**src/hdl/assert_macros.svh**
```systemverilog
// Assertion helpers for the RTL.
`ifndef ASSERT_MACROS_SVH
`define ASSERT_MACROS_SVH

`ifndef SYNTH
// expression must hold at every clock edge out of reset
`define ASSERT_ALWAYS(lbl, clk, rstn, expr) \
  lbl: assert property (@(posedge clk) disable iff (!(rstn)) (expr)) \
    else $error("invariant violated");
// antecedent true implies consequent true in the same cycle
`define ASSERT_IMPL(lbl, clk, rstn, ante, cons) \
  lbl: assert property (@(posedge clk) disable iff (!(rstn)) (ante) |-> (cons)) \
    else $error("implication violated");
`else
`define ASSERT_ALWAYS(lbl, clk, rstn, expr)
`define ASSERT_IMPL(lbl, clk, rstn, ante, cons)
`endif

`endif

```
**src/hdl/dllm_pkg.sv**
```systemverilog
`timescale 1ns / 1ps

package dllm_pkg;

  // fixed field widths
  localparam int ACT_W  = 3;
  localparam int STAT_W = 2;
  localparam int POS_W  = 8;

  typedef logic [ACT_W-1:0]  action_t;
  typedef logic [STAT_W-1:0] status_t;

  // action codes
  localparam action_t ACT_INSERT = 3'd0;
  localparam action_t ACT_REMOVE = 3'd1;
  localparam action_t ACT_READ   = 3'd2;
  localparam action_t ACT_MODIFY = 3'd3;
  localparam action_t ACT_LOCATE = 3'd4;
  localparam action_t ACT_CLEAR  = 3'd5;

  // status codes
  localparam status_t STAT_OK   = 2'd0;
  localparam status_t STAT_FULL = 2'd1;
  localparam status_t STAT_BAD  = 2'd2;

endpackage

```
**src/hdl/doubly_linked_list_manager_core.sv**
```systemverilog
// Doubly linked list manager over a fixed node pool.
// Input word (s_axis_*): tuser carries the action; tdata carries handle,
// data_value and position_index from the low bit up. Every input word
// produces exactly one output word (m_axis_*): tuser carries the status,
// tdata the result handle, read value, links, head, tail and count.
// Nodes live in three pool memories (value, next, prev) plus an in-use
// memory, each with one read and one write port; one shared read address
// and a small sequencer drive them.
// Steps from accept to output: read, modify, remove, error cases and
// unused actions check the handle's node and finish; insert scans for the
// lowest free node (one read per cycle), writes the new node, then patches
// its neighbor; locate follows next links from the head, one per cycle,
// unless the index is out of range or 1; clear sweeps the in-use memory,
// one entry per cycle. One word is worked on at a time; s_axis_tready_o is
// high only while idle, so a new word is taken only once the last result
// has gone to the output register. After reset the in-use memory is swept
// before the first word is taken. The result sits in an output register,
// so a stalled receiver does not stop the next input word; a second result
// waits inside until the register frees up.
`timescale 1ns / 1ps

module doubly_linked_list_manager_core #(
  parameter int NODES      = 16,
  parameter int VALUE_BITS = 32
) (
  input  logic clk_i,
  input  logic rst_ni,
  input  logic s_axis_tvalid_i,
  output logic s_axis_tready_o,
  // handle, data_value, position_index; zero pad to bytes
  input  logic [((($clog2(NODES+1) + VALUE_BITS + dllm_pkg::POS_W) + 7) / 8) * 8 - 1:0]
               s_axis_tdata_i,
  // action
  input  logic [dllm_pkg::ACT_W-1:0] s_axis_tuser_i,
  output logic m_axis_tvalid_o,
  input  logic m_axis_tready_i,
  // result_handle, read_value, next_handle, prev_handle, first_handle,
  // last_handle, element_count; zero pad to bytes
  output logic [(((6 * $clog2(NODES+1) + VALUE_BITS) + 7) / 8) * 8 - 1:0]
               m_axis_tdata_o,
  // status
  output logic [dllm_pkg::STAT_W-1:0] m_axis_tuser_o
);

  `include "assert_macros.svh"

  localparam int HW     = $clog2(NODES + 1);   // handle / count width
  localparam int AW     = $clog2(NODES);       // pool address width
  localparam int OUT_W  = (((6 * HW + VALUE_BITS) + 7) / 8) * 8;
  localparam int CW     = (HW > dllm_pkg::POS_W) ? HW : dllm_pkg::POS_W;
  localparam logic [HW-1:0] NIL  = HW'(NODES);
  localparam logic [AW-1:0] LAST = AW'(NODES - 1);

  // sequencer states
  localparam logic [3:0] ST_INIT  = 4'd0;  // in-use sweep after reset
  localparam logic [3:0] ST_IDLE  = 4'd1;
  localparam logic [3:0] ST_CHECK = 4'd2;  // handle's node data back
  localparam logic [3:0] ST_SCAN  = 4'd3;  // lowest free node search
  localparam logic [3:0] ST_INS1  = 4'd4;  // write the new node
  localparam logic [3:0] ST_INS2  = 4'd5;  // patch the neighbor
  localparam logic [3:0] ST_WALK  = 4'd6;  // follow next links
  localparam logic [3:0] ST_CLR   = 4'd7;  // in-use sweep for clear
  localparam logic [3:0] ST_DONE  = 4'd8;  // hand result to output reg

  // input word fields
  logic [HW-1:0]                 in_handle;
  logic signed [VALUE_BITS-1:0]  in_value;
  logic [dllm_pkg::POS_W-1:0]    in_pos;

  assign in_handle = s_axis_tdata_i[HW-1:0];
  assign in_value  = s_axis_tdata_i[HW +: VALUE_BITS];
  assign in_pos    = s_axis_tdata_i[HW + VALUE_BITS +: dllm_pkg::POS_W];

  // pool memories, shared read address, registered read data
  logic signed [VALUE_BITS-1:0] val_mem [NODES];
  logic [HW-1:0]                nxt_mem [NODES];
  logic [HW-1:0]                prv_mem [NODES];
  logic                         use_mem [NODES];

  logic [AW-1:0]                rd_addr;
  logic signed [VALUE_BITS-1:0] val_rd_q;
  logic [HW-1:0]                nxt_rd_q, prv_rd_q;
  logic                         use_rd_q;

  logic                         val_we, nxt_we, prv_we, use_we;
  logic [AW-1:0]                val_wa, nxt_wa, prv_wa, use_wa;
  logic signed [VALUE_BITS-1:0] val_wd;
  logic [HW-1:0]                nxt_wd, prv_wd;
  logic                         use_wd;

  // control state
  logic [3:0]              state_q, state_d;
  logic [HW-1:0]           head_q, head_d, tail_q, tail_d, cnt_q, cnt_d;
  logic [AW-1:0]           scan_q, scan_d;
  logic                    ov_q, ov_d;

  // item and working payload
  dllm_pkg::action_t            act_q, act_d;
  logic [HW-1:0]                h_q, h_d, hn_q, hn_d;
  logic signed [VALUE_BITS-1:0] val_q, val_d, hv_q, hv_d;
  logic [dllm_pkg::POS_W-1:0]   idx_q, idx_d, k_q, k_d, k_nx;
  dllm_pkg::status_t            st_q, st_d;
  logic [HW-1:0]                res_q, res_d, rn_q, rn_d, rp_q, rp_d;
  logic signed [VALUE_BITS-1:0] rv_q, rv_d;

  // output register
  dllm_pkg::status_t            o_st_q, o_st_d;
  logic [HW-1:0]                o_res_q, o_res_d, o_rn_q, o_rn_d, o_rp_q, o_rp_d;
  logic [HW-1:0]                o_first_q, o_first_d, o_last_q, o_last_d;
  logic [HW-1:0]                o_cnt_q, o_cnt_d;
  logic signed [VALUE_BITS-1:0] o_rv_q, o_rv_d;

  logic live, at_append, at_head;
  logic [HW-1:0] new_node;

  assign live      = (h_q < NIL) && use_rd_q;
  assign at_append = (h_q == NIL);
  assign at_head   = !at_append && (h_q == head_q);
  assign new_node  = HW'(scan_q);
  assign k_nx      = k_q + dllm_pkg::POS_W'(1);

  always_comb begin
    state_d = state_q;
    head_d  = head_q;
    tail_d  = tail_q;
    cnt_d   = cnt_q;
    scan_d  = scan_q;
    ov_d    = ov_q;
    act_d   = act_q;
    h_d     = h_q;
    hn_d    = hn_q;
    val_d   = val_q;
    hv_d    = hv_q;
    idx_d   = idx_q;
    k_d     = k_q;
    st_d    = st_q;
    res_d   = res_q;
    rn_d    = rn_q;
    rp_d    = rp_q;
    rv_d    = rv_q;
    o_st_d    = o_st_q;
    o_res_d   = o_res_q;
    o_rv_d    = o_rv_q;
    o_rn_d    = o_rn_q;
    o_rp_d    = o_rp_q;
    o_first_d = o_first_q;
    o_last_d  = o_last_q;
    o_cnt_d   = o_cnt_q;

    rd_addr = '0;
    val_we = 1'b0; val_wa = '0; val_wd = '0;
    nxt_we = 1'b0; nxt_wa = '0; nxt_wd = '0;
    prv_we = 1'b0; prv_wa = '0; prv_wd = '0;
    use_we = 1'b0; use_wa = '0; use_wd = 1'b0;

    if (ov_q && m_axis_tready_i) begin
      ov_d = 1'b0;
    end

    case (state_q)
      ST_INIT, ST_CLR: begin
        use_we = 1'b1;
        use_wa = scan_q;
        use_wd = 1'b0;
        if (scan_q == LAST) begin
          scan_d  = '0;
          state_d = (state_q == ST_INIT) ? ST_IDLE : ST_DONE;
        end else begin
          scan_d = scan_q + AW'(1);
        end
      end

      ST_IDLE: begin
        rd_addr = in_handle[AW-1:0];
        if (s_axis_tvalid_i) begin
          act_d   = s_axis_tuser_i;
          h_d     = in_handle;
          val_d   = in_value;
          idx_d   = in_pos;
          st_d    = dllm_pkg::STAT_OK;
          res_d   = NIL;
          rv_d    = '0;
          rn_d    = NIL;
          rp_d    = NIL;
          state_d = ST_CHECK;
        end
      end

      ST_CHECK: begin
        hv_d    = val_rd_q;
        hn_d    = nxt_rd_q;
        state_d = ST_DONE;
        case (act_q)
          dllm_pkg::ACT_INSERT: begin
            if (!at_append && !live) begin
              st_d = dllm_pkg::STAT_BAD;
            end else if (cnt_q == NIL) begin
              st_d = dllm_pkg::STAT_FULL;
            end else begin
              scan_d  = '0;
              rd_addr = '0;
              state_d = ST_SCAN;
            end
          end
          dllm_pkg::ACT_REMOVE: begin
            if (!live) begin
              st_d = dllm_pkg::STAT_BAD;
            end else begin
              use_we = 1'b1;
              use_wa = h_q[AW-1:0];
              use_wd = 1'b0;
              // unlink: predecessor skips forward, successor skips back
              if (prv_rd_q != NIL) begin
                nxt_we = 1'b1;
                nxt_wa = prv_rd_q[AW-1:0];
                nxt_wd = nxt_rd_q;
              end else begin
                head_d = nxt_rd_q;
              end
              if (nxt_rd_q != NIL) begin
                prv_we = 1'b1;
                prv_wa = nxt_rd_q[AW-1:0];
                prv_wd = prv_rd_q;
              end else begin
                tail_d = prv_rd_q;
              end
              if (cnt_q != '0) begin
                cnt_d = cnt_q - HW'(1);
              end
            end
          end
          dllm_pkg::ACT_READ: begin
            if (!live) begin
              st_d = dllm_pkg::STAT_BAD;
            end else begin
              rv_d = val_rd_q;
              rn_d = nxt_rd_q;
              rp_d = prv_rd_q;
            end
          end
          dllm_pkg::ACT_MODIFY: begin
            if (!live) begin
              st_d = dllm_pkg::STAT_BAD;
            end else begin
              val_we = 1'b1;
              val_wa = h_q[AW-1:0];
              val_wd = val_q;
            end
          end
          dllm_pkg::ACT_LOCATE: begin
            if ((idx_q == '0) || (CW'(idx_q) > CW'(cnt_q))) begin
              res_d = NIL;
            end else if (idx_q == dllm_pkg::POS_W'(1)) begin
              res_d = head_q;
            end else begin
              rd_addr = head_q[AW-1:0];
              k_d     = dllm_pkg::POS_W'(1);
              state_d = ST_WALK;
            end
          end
          dllm_pkg::ACT_CLEAR: begin
            head_d  = NIL;
            tail_d  = NIL;
            cnt_d   = '0;
            scan_d  = '0;
            state_d = ST_CLR;
          end
          default: begin
            // unused codes: no change, status ok
          end
        endcase
      end

      ST_SCAN: begin
        if (!use_rd_q) begin
          state_d = ST_INS1;
        end else begin
          scan_d  = scan_q + AW'(1);
          rd_addr = scan_q + AW'(1);
        end
      end

      ST_INS1: begin
        use_we = 1'b1;
        use_wa = scan_q;
        use_wd = 1'b1;
        val_we = 1'b1;
        val_wa = scan_q;
        nxt_we = 1'b1;
        nxt_wa = scan_q;
        prv_we = 1'b1;
        prv_wa = scan_q;
        if (at_append) begin
          val_wd = val_q;
          nxt_wd = NIL;
          prv_wd = tail_q;
        end else if (at_head) begin
          val_wd = val_q;
          nxt_wd = head_q;
          prv_wd = NIL;
        end else begin
          // new node follows the handle and inherits its value
          val_wd = hv_q;
          nxt_wd = hn_q;
          prv_wd = h_q;
        end
        state_d = ST_INS2;
      end

      ST_INS2: begin
        res_d = new_node;
        cnt_d = cnt_q + HW'(1);
        if (at_append) begin
          if (tail_q != NIL) begin
            nxt_we = 1'b1;
            nxt_wa = tail_q[AW-1:0];
            nxt_wd = new_node;
          end else begin
            head_d = new_node;
          end
          tail_d = new_node;
        end else if (at_head) begin
          prv_we = 1'b1;
          prv_wa = head_q[AW-1:0];
          prv_wd = new_node;
          head_d = new_node;
        end else begin
          val_we = 1'b1;
          val_wa = h_q[AW-1:0];
          val_wd = val_q;
          nxt_we = 1'b1;
          nxt_wa = h_q[AW-1:0];
          nxt_wd = new_node;
          if (hn_q != NIL) begin
            prv_we = 1'b1;
            prv_wa = hn_q[AW-1:0];
            prv_wd = new_node;
          end else begin
            tail_d = new_node;
          end
        end
        state_d = ST_DONE;
      end

      ST_WALK: begin
        if (k_nx == idx_q) begin
          res_d   = nxt_rd_q;
          state_d = ST_DONE;
        end else begin
          rd_addr = nxt_rd_q[AW-1:0];
          k_d     = k_nx;
        end
      end

      ST_DONE: begin
        if (!ov_q || m_axis_tready_i) begin
          ov_d      = 1'b1;
          o_st_d    = st_q;
          o_res_d   = res_q;
          o_rv_d    = rv_q;
          o_rn_d    = rn_q;
          o_rp_d    = rp_q;
          o_first_d = head_q;
          o_last_d  = tail_q;
          o_cnt_d   = cnt_q;
          state_d   = ST_IDLE;
        end
      end

      default: begin
        state_d = ST_IDLE;
      end
    endcase
  end

  // pool memories
  always_ff @(posedge clk_i) begin
    if (val_we) begin
      val_mem[val_wa] <= val_wd;
    end
    val_rd_q <= val_mem[rd_addr];
  end

  always_ff @(posedge clk_i) begin
    if (nxt_we) begin
      nxt_mem[nxt_wa] <= nxt_wd;
    end
    nxt_rd_q <= nxt_mem[rd_addr];
  end

  always_ff @(posedge clk_i) begin
    if (prv_we) begin
      prv_mem[prv_wa] <= prv_wd;
    end
    prv_rd_q <= prv_mem[rd_addr];
  end

  always_ff @(posedge clk_i) begin
    if (use_we) begin
      use_mem[use_wa] <= use_wd;
    end
    use_rd_q <= use_mem[rd_addr];
  end

  // control registers
  always_ff @(posedge clk_i or negedge rst_ni) begin
    if (!rst_ni) begin
      state_q <= ST_INIT;
      head_q  <= NIL;
      tail_q  <= NIL;
      cnt_q   <= '0;
      scan_q  <= '0;
      ov_q    <= 1'b0;
    end else begin
      state_q <= state_d;
      head_q  <= head_d;
      tail_q  <= tail_d;
      cnt_q   <= cnt_d;
      scan_q  <= scan_d;
      ov_q    <= ov_d;
    end
  end

  // payload registers
  always_ff @(posedge clk_i) begin
    act_q     <= act_d;
    h_q       <= h_d;
    hn_q      <= hn_d;
    val_q     <= val_d;
    hv_q      <= hv_d;
    idx_q     <= idx_d;
    k_q       <= k_d;
    st_q      <= st_d;
    res_q     <= res_d;
    rv_q      <= rv_d;
    rn_q      <= rn_d;
    rp_q      <= rp_d;
    o_st_q    <= o_st_d;
    o_res_q   <= o_res_d;
    o_rv_q    <= o_rv_d;
    o_rn_q    <= o_rn_d;
    o_rp_q    <= o_rp_d;
    o_first_q <= o_first_d;
    o_last_q  <= o_last_d;
    o_cnt_q   <= o_cnt_d;
  end

  assign s_axis_tready_o = (state_q == ST_IDLE);
  assign m_axis_tvalid_o = ov_q;
  assign m_axis_tuser_o  = o_st_q;
  assign m_axis_tdata_o  = OUT_W'({o_cnt_q, o_last_q, o_first_q, o_rp_q, o_rn_q,
                                   o_rv_q, o_res_q});

  // empty list has neither head nor tail, and vice versa
  `ASSERT_ALWAYS(a_head_vs_count, clk_i, rst_ni, (head_q == NIL) == (cnt_q == '0))
  `ASSERT_ALWAYS(a_tail_vs_count, clk_i, rst_ni, (tail_q == NIL) == (cnt_q == '0))
  // a node is only allocated when the pool has room
  `ASSERT_IMPL(a_alloc_room, clk_i, rst_ni, state_q == ST_INS1, cnt_q < NIL)

endmodule
```
**config.mk**
```make
export PLATFORM = sky130hd
export DESIGN_NAME = doubly_linked_list_manager_core
export DESIGN_NICKNAME = d
export VERILOG_FILES = /design/src/hdl/dllm_pkg.sv /design/src/hdl/doubly_linked_list_manager_core.sv
export VERILOG_INCLUDE_DIRS = /design/src /design/src/hdl
export SDC_FILE = /design/constraint.sdc
export NUM_CORES = 1
export LEC_CHECK = 0
export BUFFER_PORTS_ARGS = -buffer_cell sky130_fd_sc_hd__buf_2
export CORE_ASPECT_RATIO = 2
export CORE_MARGIN = 2
export CORE_UTILIZATION = 60
export CTS_BUF_LIST = sky130_fd_sc_hd__clkbuf_8
export CTS_CLUSTER_DIAMETER = 200
export DETAILED_ROUTE_END_ITERATION = 16
export PLACE_DENSITY = 0.88
export SLEW_MARGIN = 20
export SYNTH_ARGS = -nofsm -noshare
export SYNTH_HDL_FRONTEND = slang
export SYNTH_SLANG_ARGS = --single-unit
export TNS_END_PERCENT = 10
```
**constraint.sdc**
```tcl
create_clock -name clk_i -period 12.26 [get_ports clk_i]
set_input_delay 0.613 -clock clk_i [delete_from_list [all_inputs] [get_ports clk_i]]
set_output_delay 0.613 -clock clk_i [all_outputs]
set_load 0.03 [all_outputs]
```
* Word-level counts from Yosys, hierarchy flattened
Memories as Yosys holds them, arrays and structs flattened. A register that Yosys moved wholly into a read port is not among the register bits. Cells that the tools add are included.
Storage, ports and cells: bits in registers 230, memory bits (writable) 688, input port bits 55, memories 4
Memories:
- val_mem | depth 16, bits a word 32, read ports 1, clocked after Yosys merged registers in 1, write ports 1, line doubly_linked_list_manager_core.sv:75 | logic signed [VALUE_BITS-1:0] val_mem [NODES];
- nxt_mem | depth 16, bits a word 5, read ports 1, clocked after Yosys merged registers in 1, write ports 1, line doubly_linked_list_manager_core.sv:76 | logic [HW-1:0] nxt_mem [NODES];
- prv_mem | depth 16, bits a word 5, read ports 1, clocked after Yosys merged registers in 1, write ports 1, line doubly_linked_list_manager_core.sv:77 | logic [HW-1:0] prv_mem [NODES];
- use_mem | depth 16, bits a word 1, read ports 1, clocked after Yosys merged registers in 1, write ports 1, line doubly_linked_list_manager_core.sv:78 | logic use_mem [NODES];
Cells by class: add/sub/neg operators 4, order comparisons 2, equal/unequal tests 51, mux-type cells 146, reduce and logical (&&, ||, !) cells 32
Operators by type and width (count):
- 2-to-1 mux 32 bit | 9
- 2-to-1 mux 4 bit | 40
- 2-to-1 mux 5 bit | 32
- case mux 32 bit (3 select lines) | 1
- case mux 5 bit (2 select lines) | 8
- case mux 32 bit (2 select lines) | 1
- case mux 4 bit (3 select lines) | 5
- inequality test 3 bit, second input constant | 12
- 2-to-1 mux 8 bit | 4
- case mux 4 bit (8 select lines) | 1
- case mux 5 bit (3 select lines) | 2
- 2-to-1 mux 1 bit | 28
- AND reduction 5 bit | 5
- inequality test 2 bit, second input constant | 11
- inequality test 5 bit, second input constant | 4
- case mux 5 bit (4 select lines) | 1
- equality test 4 x 3 -> 1 bit, second input constant | 4
- case mux 4 bit (2 select lines) | 2
- case mux 4 bit (4 select lines) | 1
- case mux 8 bit (2 select lines) | 1
- AND reduction 6 bit | 2
- equality test 5 bit, second input constant | 2
- case mux 1 bit (3 select lines) | 3
- adder 8 x 1 -> 8 bit, second input constant | 1
- other kinds (35) | 55

* Logic depth before layout (Yosys ltp)
word-level depth 8, depth in mapped cells 13

* Worst setup path after synthesis
No wires, ideal clock.
kind register to register, start reg state_q[2], end reg rn_q[0] (enable), library setup time 0.500 ns, arrival time 4.916 ns, path slack 6.844 ns, cell stages (with the launch flop) 7, period minus slack after synthesis 5.416 ns, cell sequence dfrtp_1 buf_2 or4b_1 buf_2 clkinv_1 nand4_1 o21ai_0
Between the ends: longest elaborated chain between the ends 3, elaborated cells on any way between the ends 7, classes of those cells eq/ne: 5; reduce/logical: 2
RTL lines:
- start, declared | line doubly_linked_list_manager_core.sv:92 | logic [3:0] state_q, state_d;
- start signal, assigned | line doubly_linked_list_manager_core.sv:415 | state_q <= state_d;
- equality test 4 x 2 -> 1 bit or equality test 4 x 1 -> 1 bit (tied branches) | line doubly_linked_list_manager_core.sv:160 | case (state_q)
- inequality test 2 x 1 -> 1 bit (no source line) (tied with other cells)
- AND reduction 4 bit (no source line) *
- end signal, assigned | line doubly_linked_list_manager_core.sv:436 | rn_q <= rn_d;
- end, declared | line doubly_linked_list_manager_core.sv:103 | logic [HW-1:0] res_q, res_d, rn_q, rn_d, rp_q, rp_d;
Mark *: on every way between the ends. The rest lies on a longest branch, timed or not. A chain may end at the register's enable or synchronous reset.

* Final worst setup path
start reg state_q[3], end reg prv_rd_q[1] (read register of prv_mem)
Between the ends: longest elaborated chain between the ends 2, elaborated cells on any way between the ends 5, classes of those cells eq/ne: 4; mux: 1
RTL lines:
- equality test 4 x 3 -> 1 bit (tied with other cells) | line doubly_linked_list_manager_core.sv:160
- case mux 4 bit (4 select lines) * | line doubly_linked_list_manager_core.sv:160
- end, declared | line doubly_linked_list_manager_core.sv:82 | logic [HW-1:0] nxt_rd_q, prv_rd_q;
Marks and branches as above.

==> impl_metrics.env <==
export IMPL_regToRegStartpoint="state_q[3]"
export IMPL_p_total_mw=9.026
export IMPL_synth_top_area_share_pct=70.62
export IMPL_routed_via_density=6.845
export IMPL_count_of_yosys_warnings_during_synthesis=0
export IMPL_timing_critical_path_arrival_ns=6.41
export IMPL_timing_worst_setup_path_type="reg2reg"
export IMPL_floorplan_rows=130
export IMPL_maxCapViolations=0
export IMPL_cts_max_path_buffers=3
export IMPL_ff2ff_setup_slack_ns=6.56
export IMPL_share_comb_of_total_power_pct=25.6
export IMPL_placeableCoreArea_um2=62790
export IMPL_worst_hold_path_type="in2reg"
export IMPL_post_dp_hpwl_um=56700
export IMPL_worstHoldEndpoint="m_axis_tvalid_o"
export IMPL_drt_first_pass_iters=7
export IMPL_dp_slack_ns=6.769
export IMPL_ir_worst_vdd_mv=0.1742
export IMPL_cts_buffers_inserted=116
export IMPL_whs_path_depth=2
export IMPL_cp_end_kind="flop"
export IMPL_hold_viol=0
export IMPL_cts_root_buffer_cell="clkbuf_8"
export IMPL_r2r_cells=11
export IMPL_grt_setup_unrepaired="false"
export IMPL_fraction_of_power_spent_switching_nets_pct=33.55
export IMPL_period_needed_ns=5.703
export IMPL_via_count=24020
export IMPL_stdcell_area_um2=42450
export IMPL_clock_sinks=961
export IMPL_setup_worst_path_start_class="flop"
export IMPL_groute_usage_overall_pct=31.06
export IMPL_chipHeight_um=360.0
export IMPL_synth_largest_area_cell="edfxtp_1"
export IMPL_ys_seq_elements=961
export IMPL_area_growth_pct=11.67
export IMPL_netlist_instances=2429
export IMPL_r2r_end="prv_rd_q[1]"
export IMPL_max_freq_mhz=175.3
export IMPL_clkLatencyLatePin_ns=0.79
export IMPL_hold_slack_ns=0.05642
export IMPL_worst_slew_margin_rel_pct=20.23
export IMPL_hold_path_startpoint="m_axis_tready_i"
export IMPL_grt_start_max_net_pins=173
export IMPL_antenna_left=0
export IMPL_area_of_the_die_um2=65510
export IMPL_yosys_cell_count_top_type="edfxtp_1"
export IMPL_tightest_slew_ns=1.197
export IMPL_placed_area_um2=39550
export IMPL_fin_ws_ns=6.557
export IMPL_maxSlewViolCount=0
export IMPL_seq_power_share_pct=49.0
export IMPL_final_setup_viol_count=0
export IMPL_leakage_nw=14.96
export IMPL_synth_async_reset_ratio_pct=2.497
export IMPL_final_min_period_over_clock_period_pct=46.52
export IMPL_global_placement_routability_congestion=0.9607
export IMPL_synth_enable_flop_cells=894
export IMPL_layout_cells_sized_above_1_pct=19.08
export IMPL_first_pass_grt_wire_length_um=149500
export IMPL_tritoncts="yes"
export IMPL_cp_required_ns=12.96
export IMPL_drt_wirelength_per_cell_um=28.82
export IMPL_cell_internal_pwr_mw=5.998
export IMPL_floorplan_initialDensity_pct=60.55
export IMPL_synth_top_cells_by_count="edfxtp_1, nand2_1, and3_1"
export IMPL_numPortBuffers=117
export IMPL_setup_tns_final_ns=0
export IMPL_netSwitchingPower_mw=3.029
export IMPL_synth_area_top_cells="edfxtp_1, mux2_2, dfxtp_1, and3_1, nand2_1"
export IMPL_power_per_cell_area_nw_per_um2=212.6
export IMPL_grt_antenna_before_repair=7
export IMPL_worstPathMaxFanout=92
export IMPL_syn_mean_instance_area_um2=15.65
export IMPL_netlist_cell_type_count=78
export IMPL_first_iter_violations=3069
export IMPL_route_detailed_drc=0
export IMPL_cts_htree_levels=3
export IMPL_fin_worst_skew_ns=0.04405
export IMPL_grt_overflow=0
export IMPL_clockPowerShare_pct=25.3
export IMPL_outcome="finished, final reports clean"
export IMPL_post_cts_setup_buffers=0
export IMPL_drt_wl_total_um=101100
export IMPL_dieWidth_um=182.0
export IMPL_top_level_i_o_count=123
export IMPL_synth_top_flop_cell="edfxtp_1"
export IMPL_fin_nets=2676
export IMPL_clk_transition_reported_paths_ns=0.08
export IMPL_nFillCells=3834
export IMPL_mappedNetlistArea_um2=38010
export IMPL_grt_pass1_vias=24810
export IMPL_synth_yosys_seq_area_share_pct=74.47
==> routing by layer <==
| metal | GRT usage [%] | vias to the layer above | part of all wire [%] |
|---|---|---|---|
| met5 | 0 | - | 0.048 |
| met4 | 23.10 | 8 | 7.7 |
| met3 | 7.294 | 512 | 10 |
| met2 | 52.48 | 1892 | 50 |
| met1 | 34.05 | 11630 | 32 |
| li1 | - | 9979 | - |
==> stage by stage <==
| step | std cells | utilization [%] |
|---|---|---|
| 6_report | 3509 | 67.61 |
| 5_1_grt | 3508 | 67.61 |
| 4_1_cts | 3504 | 67.55 |
| 3_5_place_dp | 3235 | 62.99 |
| 3_3_place_gp | 3235 | 62.99 |
| 2_1_floorplan | 2430 | - |
==> worst max-delay path, stage by stage, from the launching register on <==
cell and delay, ns:
dfrtp_1 0.57, nor2_4 0.17, buf_4 0.56, nand4_1 0.28, o21ai_0 0.63, a41oi_4 0.05
buf_4 0.45, nand2_4 0.85, buf_4 0.94, a211oi_1 0.36, a311o_1 0.36, o211ai_1 0.16
==> logic make-up after synthesis <==
family	after synthesis	synth area share, %
multiplexers	178	5.112
adder cells (fa/ha/maj)	9	0.2962
AND/OR/NAND/NOR	527	6.698
buffers and inverters	174	2.021
AO/OA/AOI/OAI	558	10.79
flip-flops	961	74.47
XOR/XNOR	21	0.5990
other	1	0.009865
==> timing repair <==
item / in CTS / in global routing
resized for setup: 0 / 0
hold endpoints to repair: 69 / 0
hold buffers: 48 / 0
==> sequential cells by signal (all words and copies together), names as in the netlist, 8 cells and up <==
| name | count |
|---|---|
| hv_q | 32 |
| idx_q | 8 |
| k_q | 8 |
| nxt_mem | 80 |
| o_rv_q | 32 |
| prv_mem | 80 |
| rv_q | 32 |
| use_mem | 16 |
| val_mem | 512 |
| val_q | 32 |
| val_rd_q | 32 |
==> power by group through the flow <==
stage | Clock, mW | Combinational, mW | Sequential [mW]
finish | 2.29 | 2.31 | 4.43
global route | 2.42 | 2.43 | 4.44
CTS | 2.29 | 2.25 | 4.40
detailed placement | 0 | 2.21 | 4.47
global placement | 0 | 2.10 | 4.45
floorplan | 0 | 1.50 | 4.36
==> placed cells by master, fill, tap and decap left out, types with 79 or more instances in the layout <==
| cell type | count |
|---|---|
| a211oi_1 | 88 |
| a21oi_1 | 79 |
| and3_1 | 133 |
| buf_2 | 119 |
| clkbuf_8 | 124 |
| edfxtp_1 | 894 |
| mux2_2 | 129 |
| nand2_1 | 200 |
| nor2_1 | 86 |
| o21ai_0 | 82 |
==> worst max path at each step <==
stage               startpoint           end  slack [ns]  depth (start not counted)
floorplan           state_q[2]       rn_q[0]        6.84                          6
global placement    state_q[3]   prv_rd_q[4]        6.98                         13
detailed placement  state_q[3]  val_rd_q[21]        6.77                         13
CTS                 state_q[3]  val_rd_q[21]        6.74                         13
global route        state_q[3]  val_rd_q[21]        6.44                         11
finish              state_q[3]   prv_rd_q[1]        6.56                         11
==> final cells by class <==
cell class / instances / area, µm² / area share [%]
inverter: 27 / 101.3 / 0.2387
multi-input combinational: 1295 / 9238 / 21.76
sequential: 961 / 28310 / 66.69
timing repair buffer: 211 / 1423 / 3.351
clock inverter: 97 / 675.6 / 1.592
clock buffer: 124 / 1707 / 4.020
antenna: 2 / 5.005 / 0.01179
tap: 792 / 991.0 / 2.334
Power figures use the tool's default switching activity.
